**config.mk**
```make
export PLATFORM = sky130hd
export DESIGN_NAME = vocoder_packet_deframer
export DESIGN_NICKNAME = d
export VERILOG_FILES = /design/src/hdl/vpd_pkg.sv /design/src/hdl/vpd_parser.sv /design/src/hdl/vocoder_packet_deframer.sv
export SDC_FILE = /design/constraint.sdc
export NUM_CORES = 1
export LEC_CHECK = 0
export BUFFER_PORTS_ARGS = -buffer_cell sky130_fd_sc_hd__buf_4
export CORE_MARGIN = 2
export CORE_UTILIZATION = 30
export DETAILED_ROUTE_END_ITERATION = 7
export RECOVER_POWER = 25
export SLEW_MARGIN = 25
export SYNTH_ARGS = -nofsm -noshare
export SYNTH_HDL_FRONTEND = slang
export SYNTH_HIERARCHICAL = 1
export SYNTH_SLANG_ARGS = --single-unit
```
**constraint.sdc**
```tcl
create_clock -name clk -period 12.7 [get_ports clk]
set_clock_uncertainty 0.05 [all_clocks]
set_input_delay 1.27 -clock clk [delete_from_list [all_inputs] [get_ports clk]]
set_output_delay 1.27 -clock clk [all_outputs]
set_load 0.005 [all_outputs]
```
**src/hdl/vpd_pkg.sv**
```systemverilog
// Shared types and constants for the vocoder packet deframer.
// Used by vpd_parser and vocoder_packet_deframer; depends on nothing.
package vpd_pkg;

  // Most results one received word can cause (template prefix plus three words)
  localparam int unsigned NRES = 6;

  // Fixed header bytes
  localparam logic [7:0] START_BYTE   = 8'h61;
  localparam logic [7:0] TYPE_AUDIO   = 8'h02;
  localparam logic [7:0] TYPE_CODED   = 8'h01;
  localparam logic [7:0] TYPE_CTRL    = 8'h00;
  localparam logic [7:0] CTRL_PRODUCT = 8'h30;
  localparam logic [7:0] CTRL_RATE    = 8'h0A;

  // Length field counts the packet minus its four header bytes
  localparam logic [12:0] HDR_EXTRA = 13'd4;

  // Header templates, element 0 is the start byte
  localparam logic [NRES-1:0][7:0] TPL_AUDIO =
    {8'hA0, 8'h00, 8'h02, 8'h42, 8'h01, 8'h61};
  localparam logic [NRES-1:0][7:0] TPL_CODED =
    {8'h48, 8'h01, 8'h01, 8'h0B, 8'h00, 8'h61};

  // Packet kinds reported on the last result
  localparam logic [2:0] KIND_PENDING = 3'd0;
  localparam logic [2:0] KIND_AUDIO   = 3'd1;
  localparam logic [2:0] KIND_CODED   = 3'd2;
  localparam logic [2:0] KIND_PRODUCT = 3'd3;
  localparam logic [2:0] KIND_RATE    = 3'd4;
  localparam logic [2:0] KIND_UNKNOWN = 3'd5;

  // Deframer phase, one-hot
  typedef enum logic [5:0] {
    PH_IDLE  = 6'b000001,
    PH_HOLD1 = 6'b000010,
    PH_HOLD2 = 6'b000100,
    PH_LENHI = 6'b001000,
    PH_LENLO = 6'b010000,
    PH_BODY  = 6'b100000
  } vpd_phase_t;

  // One result word
  typedef struct packed {
    logic [7:0]  data;
    logic [12:0] idx;
    logic        vld;
    logic        last;
    logic [2:0]  kind;
    logic        realign;
  } vpd_res_t;

  // All results of one received word
  typedef struct packed {
    vpd_res_t [NRES-1:0] ent;
    logic [2:0]          n;
  } vpd_burst_t;

endpackage

```
**src/hdl/vpd_parser.sv**
```systemverilog
// Packet parser: holds the framing state and turns one received word into
// its burst of result words. Depends on vpd_pkg.
module vpd_parser import vpd_pkg::*; (
  input  logic       clk,
  input  logic       rst_n,
  input  logic       take,
  input  logic [7:0] rx_byte,
  output vpd_burst_t burst
);

  vpd_phase_t  phase_r, phase_nxt;
  logic [7:0]  held0_r, held0_nxt;
  logic [7:0]  held1_r, held1_nxt;
  logic [7:0]  ftype_r, ftype_nxt;
  logic [7:0]  ctrl_r, ctrl_nxt;
  logic [12:0] flen_r, flen_nxt;
  logic [12:0] bcnt_r, bcnt_nxt;
  logic        realign_r, realign_nxt;

  logic [2:0][7:0]      got;
  logic [NRES-1:0][7:0] pkt;
  logic                 found;
  logic                 use_coded;
  logic [1:0]           off;
  logic [2:0]           pos;
  logic [7:0]           body_type;
  logic [7:0]           body_ctrl;
  logic                 body_end;

  function automatic logic [2:0] classify(input logic [7:0] ft, input logic [7:0] cc);
    logic [2:0] k;
    k = KIND_UNKNOWN;
    if (ft == TYPE_AUDIO) k = KIND_AUDIO;
    else if (ft == TYPE_CODED) k = KIND_CODED;
    else if (ft == TYPE_CTRL) begin
      if (cc == CTRL_PRODUCT) k = KIND_PRODUCT;
      else if (cc == CTRL_RATE) k = KIND_RATE;
    end
    return k;
  endfunction

  // Match the three opening words against the templates, first hit wins
  always_comb begin
    got       = {rx_byte, held1_r, held0_r};
    found     = 1'b0;
    use_coded = 1'b0;
    off       = 2'd1;
    for (int o = 1; o < 4; o++) begin
      if (!found) begin
        if (TPL_AUDIO[o] == got[0] && TPL_AUDIO[o+1] == got[1] &&
            TPL_AUDIO[o+2] == got[2]) begin
          found = 1'b1;
          off   = 2'(o);
        end else if (TPL_CODED[o] == got[0] && TPL_CODED[o+1] == got[1] &&
                     TPL_CODED[o+2] == got[2]) begin
          found     = 1'b1;
          use_coded = 1'b1;
          off       = 2'(o);
        end
      end
    end
    // Supply the missing prefix, then place the received words after it
    pkt = use_coded ? TPL_CODED : TPL_AUDIO;
    pos = 3'd0;
    for (int k = 0; k < 3; k++) begin
      pos      = {1'b0, off} + 3'(k);
      pkt[pos] = got[k];
    end
  end

  // Body word: capture type and control, detect the packet end
  always_comb begin
    body_type = (bcnt_r == 13'd3) ? rx_byte : ftype_r;
    body_ctrl = (bcnt_r == 13'd4) ? rx_byte : ctrl_r;
    body_end  = ({1'b0, bcnt_r} + 14'd1) >= {1'b0, flen_r};
  end

  // Next state and result words
  always_comb begin
    phase_nxt   = phase_r;
    held0_nxt   = held0_r;
    held1_nxt   = held1_r;
    ftype_nxt   = ftype_r;
    ctrl_nxt    = ctrl_r;
    flen_nxt    = flen_r;
    bcnt_nxt    = bcnt_r;
    realign_nxt = realign_r;
    burst       = '0;

    unique case (phase_r)
      PH_HOLD1: begin
        held1_nxt = rx_byte;
        phase_nxt = PH_HOLD2;
      end
      PH_HOLD2: begin
        if (!found) begin
          // Drop the three words and give a drop notice
          phase_nxt               = PH_IDLE;
          burst.ent[0].last       = 1'b1;
          burst.ent[0].kind       = KIND_UNKNOWN;
          burst.n                 = 3'd1;
        end else begin
          realign_nxt = 1'b1;
          flen_nxt    = {1'b0, pkt[1][3:0], pkt[2]} + HDR_EXTRA;
          ftype_nxt   = pkt[3];
          ctrl_nxt    = (off != 2'd1) ? pkt[4] : 8'h00;
          for (int i = 0; i < NRES; i++) begin
            burst.ent[i].data    = pkt[i];
            burst.ent[i].idx     = 13'(i);
            burst.ent[i].vld     = 1'b1;
            burst.ent[i].realign = 1'b1;
          end
          burst.n   = {1'b0, off} + 3'd3;
          bcnt_nxt  = {10'd0, burst.n};
          phase_nxt = PH_BODY;
        end
      end
      PH_LENHI: begin
        held0_nxt             = rx_byte;
        burst.ent[0].data     = rx_byte;
        burst.ent[0].idx      = 13'd1;
        burst.ent[0].vld      = 1'b1;
        burst.ent[0].realign  = realign_r;
        burst.n               = 3'd1;
        bcnt_nxt              = 13'd2;
        phase_nxt             = PH_LENLO;
      end
      PH_LENLO: begin
        flen_nxt              = {1'b0, held0_r[3:0], rx_byte} + HDR_EXTRA;
        burst.ent[0].data     = rx_byte;
        burst.ent[0].idx      = 13'd2;
        burst.ent[0].vld      = 1'b1;
        burst.ent[0].realign  = realign_r;
        burst.n               = 3'd1;
        bcnt_nxt              = 13'd3;
        phase_nxt             = PH_BODY;
      end
      PH_BODY: begin
        ftype_nxt             = body_type;
        ctrl_nxt              = body_ctrl;
        burst.ent[0].data     = rx_byte;
        burst.ent[0].idx      = bcnt_r;
        burst.ent[0].vld      = 1'b1;
        burst.ent[0].last     = body_end;
        burst.ent[0].kind     = body_end ? classify(body_type, body_ctrl) : KIND_PENDING;
        burst.ent[0].realign  = realign_r;
        burst.n               = 3'd1;
        if (body_end) phase_nxt = PH_IDLE;
        else bcnt_nxt = bcnt_r + 13'd1;
      end
      default: begin
        // Idle, and any code that is not a phase
        if (rx_byte == START_BYTE) begin
          ftype_nxt         = 8'h00;
          ctrl_nxt          = 8'h00;
          flen_nxt          = 13'd0;
          realign_nxt       = 1'b0;
          burst.ent[0].data = rx_byte;
          burst.ent[0].vld  = 1'b1;
          burst.n           = 3'd1;
          bcnt_nxt          = 13'd1;
          phase_nxt         = PH_LENHI;
        end else begin
          held0_nxt = rx_byte;
          phase_nxt = PH_HOLD1;
        end
      end
    endcase
  end

  // Advance the framing state on each accepted word
  always_ff @(posedge clk) begin
    if (!rst_n) begin
      phase_r   <= PH_IDLE;
      held0_r   <= '0;
      held1_r   <= '0;
      ftype_r   <= '0;
      ctrl_r    <= '0;
      flen_r    <= '0;
      bcnt_r    <= '0;
      realign_r <= 1'b0;
    end else if (take) begin
      phase_r   <= phase_nxt;
      held0_r   <= held0_nxt;
      held1_r   <= held1_nxt;
      ftype_r   <= ftype_nxt;
      ctrl_r    <= ctrl_nxt;
      flen_r    <= flen_nxt;
      bcnt_r    <= bcnt_nxt;
      realign_r <= realign_nxt;
    end
  end

endmodule

```
**src/hdl/vocoder_packet_deframer.sv**
```systemverilog
// Vocoder packet deframer: first result appears in the cycle after a word is accepted.
// Throughput one word per cycle while out_ready is high; a realigned header gives up to six results,
// drained one per cycle from the result buffer while input waits and out_ready is high.
// Input is taken while the last buffered result leaves, so results flow back to back.
// Reset (rst_n low, synchronous) returns to idle and empties the result buffer.
// Depends on vpd_pkg and vpd_parser.
module vocoder_packet_deframer import vpd_pkg::*; (
  input  logic        clk,
  input  logic        rst_n,
  input  logic        in_valid,
  output logic        in_ready,
  input  logic [7:0]  in_rx_byte,
  output logic        out_valid,
  input  logic        out_ready,
  output logic [7:0]  out_byte,
  output logic [12:0] out_byte_index,
  output logic        out_byte_valid,
  output logic        out_packet_end,
  output logic [2:0]  out_packet_kind,
  output logic        out_realigned
);

  vpd_burst_t          burst;
  vpd_res_t [NRES-1:0] ent_r;
  logic [2:0]          rd_r;
  logic [2:0]          cnt_r;
  logic                take;
  logic                pop;
  vpd_res_t            head;

  // Accept a word when the buffer is empty or its last result leaves now
  assign out_valid = (cnt_r != 3'd0);
  assign pop       = out_valid & out_ready;
  assign in_ready  = (cnt_r == 3'd0) || (cnt_r == 3'd1 && out_ready);
  assign take      = in_valid & in_ready;

  vpd_parser u_parser (
    .clk     (clk),
    .rst_n   (rst_n),
    .take    (take),
    .rx_byte (in_rx_byte),
    .burst   (burst)
  );

  // Load a new burst or drain one result per cycle while out_ready is high
  always_ff @(posedge clk) begin
    if (!rst_n) begin
      rd_r  <= '0;
      cnt_r <= '0;
    end else if (take) begin
      rd_r  <= '0;
      cnt_r <= burst.n;
    end else if (pop) begin
      rd_r  <= rd_r + 3'd1;
      cnt_r <= cnt_r - 3'd1;
    end
  end

  // Hold the result words of the burst
  always_ff @(posedge clk) begin
    if (take) ent_r <= burst.ent;
  end

  assign head            = ent_r[rd_r];
  assign out_byte        = head.data;
  assign out_byte_index  = head.idx;
  assign out_byte_valid  = head.vld;
  assign out_packet_end  = head.last;
  assign out_packet_kind = head.kind;
  assign out_realigned   = head.realign;

endmodule

```
==> results.cfg <==
[logic_synthesis]
yosysUniqueCellTypes = 85
synthArstFlopShare_pct = 0
synth.avg_cell_area_um2 = 10.5
synthFlopType = edfxtp_1
yosys_warnings = 6
ys_ff_latch = 233
syn_inst = 1214
synth_edf_count = 162
syn_area_um2 = 12800
yosysSeqAreaShare_pct = 49.1

[worst_hold_path]
hp-start = u_parser/flen_r[4]$_SDFFE_PN0P_
hold_class = reg -> reg

[grt]
antenna_found_initial = 0
grt_max_degree = 174
grt_pass1_vias = 8579
grt_overflow_total = 0
grt_pass1_wl_mm = 49.8
grtUsageTotal_pct = 14.4

[die]
die_h_um = 210
io_pins = 41
rows = 75
start_util_pct = 30.4
core_um2 = 42000
dieArea_um2 = 44300
fp.dieW_um = 210

[placed_design]
gp_congestion = 0.929
placed_cells = 1711
place_hpwl_mm = 21.9
port_buffers = 40

[worst_setup_path]
required_ns = 13.15
timing.rr.start = u_parser/held1_r[0]$_SDFFE_PN0P_
critPathLaunchType = input port
critPathArrivalTime_ns = 5.95
crit_start = in_rx_byte[2]
critPathKind = in -> reg
path_max_fanout = 21
crit_path_end_kind = flip-flop

[sta]
hold_viol = 0
fin_crit_ns = 5.50
fin_setup_tns_ns = 0
fmax_ghz = 0.182
rsz0062_at_grt = no
maxSlewViolCount = 0
max_slew_margin_pct = 7.07
setup_viol = 0
tightest_slew_ns = 1.39
period_share_pct = 43.3

[layout]
fin_cells = 1761
area_growth_pct = 9.11
final_core_util_pct = 33.2
final_cell_mix = edfxtp_1, nor2_1, conb_1
nFillCells = 4235
antenna_cells = 0
layout-drive-gt1-share_pct = 11.7
nets = 1239
final_common_cell = edfxtp_1

[route]
first_pass_iters = 5
dr.first_iter.drc_count = 810
vias = 8998
routed_wl_mm = 32.1
final_antenna_net_count = 0
route.detailed.drc = 0
avgViaCountPerCell = 5.11
avgRoutedWirePerCell_um = 18.2

[clocking]
cts_root_buffer = clkbuf_16
cts_sinks = 233
cts_tree = yes
insertion_delay_ns = 0.56
cts_buffers = 27
post-cts-setup-buffer-count = 0
cts_hold_buf = 0
clkTransAtPathRegs_ns = 0.06
cts_buffer_depth = 3
ctsResizeCount = 0
htree_levels = 1

[pwr]
leakage_nw = 5.08
power_w = 0.00211
powerDensity_nw_per_um2 = 151
ir_worst_vdd_mv = 0.0918

[run_status]
status = finished clean

[run]
drv_cap = 0
[per-stage QoR]
step	instance area, um2	hold slack [ns]	setup WS (ns)
2_1_floorplan	13100	0.382	2.64
3_3_place_gp	13100	0.397	6.89
3_5_place_dp	13100	0.405	6.75
4_1_cts	14000	0.413	7.33
5_1_grt	14000	0.428	6.91
6_report	14000	0.408	7.20
[final timing paths]
kind                                                         end  slack, ns  cells after the start
worst min-delay path             u_parser/flen_r[4]$_SDFFE_PN0P_       0.41                      2
worst max register to register  u_parser/flen_r[10]$_SDFFE_PN0P_       7.48                     13
worst max-delay path            u_parser/flen_r[10]$_SDFFE_PN0P_       7.20                     14
worst min register to register   u_parser/flen_r[4]$_SDFFE_PN0P_       0.41                      2
[worst max-delay path, cell delays in order]
cell and delay (ns):
buf_4 0.17, or4_1 0.55, nor4_1 0.40, nand4_1 0.19
and2_1 0.28, inv_1 0.21, ha_1 0.75, inv_1 0.46
a31oi_1 0.37, mux2i_1 0.20, nor3_1 0.21, nand4_1 0.22
or4_1 0.56, nand3_1 0.10
[area by class of cell]
type / instances / area (um2) / share of cell area, %
Inverter: 67 / 251 / 1.80
Sequential cell: 233 / 6290 / 45.1
Clock inverter: 15 / 171 / 1.23
Multi-Input combinational cell: 819 / 5440 / 39.0
Tap cell: 539 / 674 / 4.83
Timing Repair Buffer: 53 / 403 / 2.89
Clock buffer: 35 / 729 / 5.23
[registers in the layout, indices dropped and copies added (netlist names)]
register,flops
u_parser/ctrl_r,8
u_parser/held0_r,8
u_parser/flen_r,13
u_parser/realign_r,1
u_parser/bcnt_r,13
u_parser/phase_r,6
rd_r,3
cnt_r,3
u_parser/held1_r,8
u_parser/ftype_r,8
ent_r,162
[synthesized netlist by cell type (7+ instances only)]
cell type	number	area, um2
edfxtp_1	162	4860
nand2_1	77	289
a21oi_1	74	370
ha_1	26	325
or4_1	7	52.6
dfxtp_1	71	1420
o211ai_1	13	97.6
nand4_1	13	81.3
a211oi_1	9	67.6
nor4_1	12	75.1
a31oi_1	10	62.6
mux4_2	26	586
nand3_1	31	155
buf_4	108	811
o22ai_1	30	188
clkbuf_1	61	229
inv_1	66	248
nor2_1	92	345
a22oi_1	7	52.6
nor3_1	24	120
nand2b_1	10	62.6
or3_1	9	56.3
and2_1	17	106
and3_1	13	81.3
nand3b_1	12	90.1
o21ai_0	45	225
mux2i_1	51	510
[report_power, final]
part | switching [W] | total, W | internal (W)
registers | 0.0000458 | 0.000998 | 0.000952
clock network | 0.000313 | 0.000781 | 0.000468
logic | 0.000193 | 0.000331 | 0.000139
total | 0.000551 | 0.00211 | 0.00156
[metal layers]
layer  vias to the layer above  GRT usage [%]  routed length, um
met1                      4344           20.7              14500
met3                        56           2.91               2820
met4                         0           4.61                811
met5                         -              0                  0
li1                       4269              -                  -
met2                       329           21.7              14000
[cells by family (layout without fill, tap and decap cells)]
| kind of cell | after synthesis | after routing | synth area share (%) |
|---|---|---|---|
| compound gates | 260 | 260 | 13.5 |
| xor+xnor | 8 | 8 | 0.548 |
| fa+ha+maj | 26 | 26 | 2.54 |
| buf+inv | 251 | 170 | 11.0 |
| flops | 233 | 233 | 49.1 |
| mux | 79 | 79 | 8.86 |
| other cells | 1 | 90 | 0.0293 |
| simple gates | 356 | 356 | 14.4 |
Note: power is estimated with default switching activity, not from simulation.
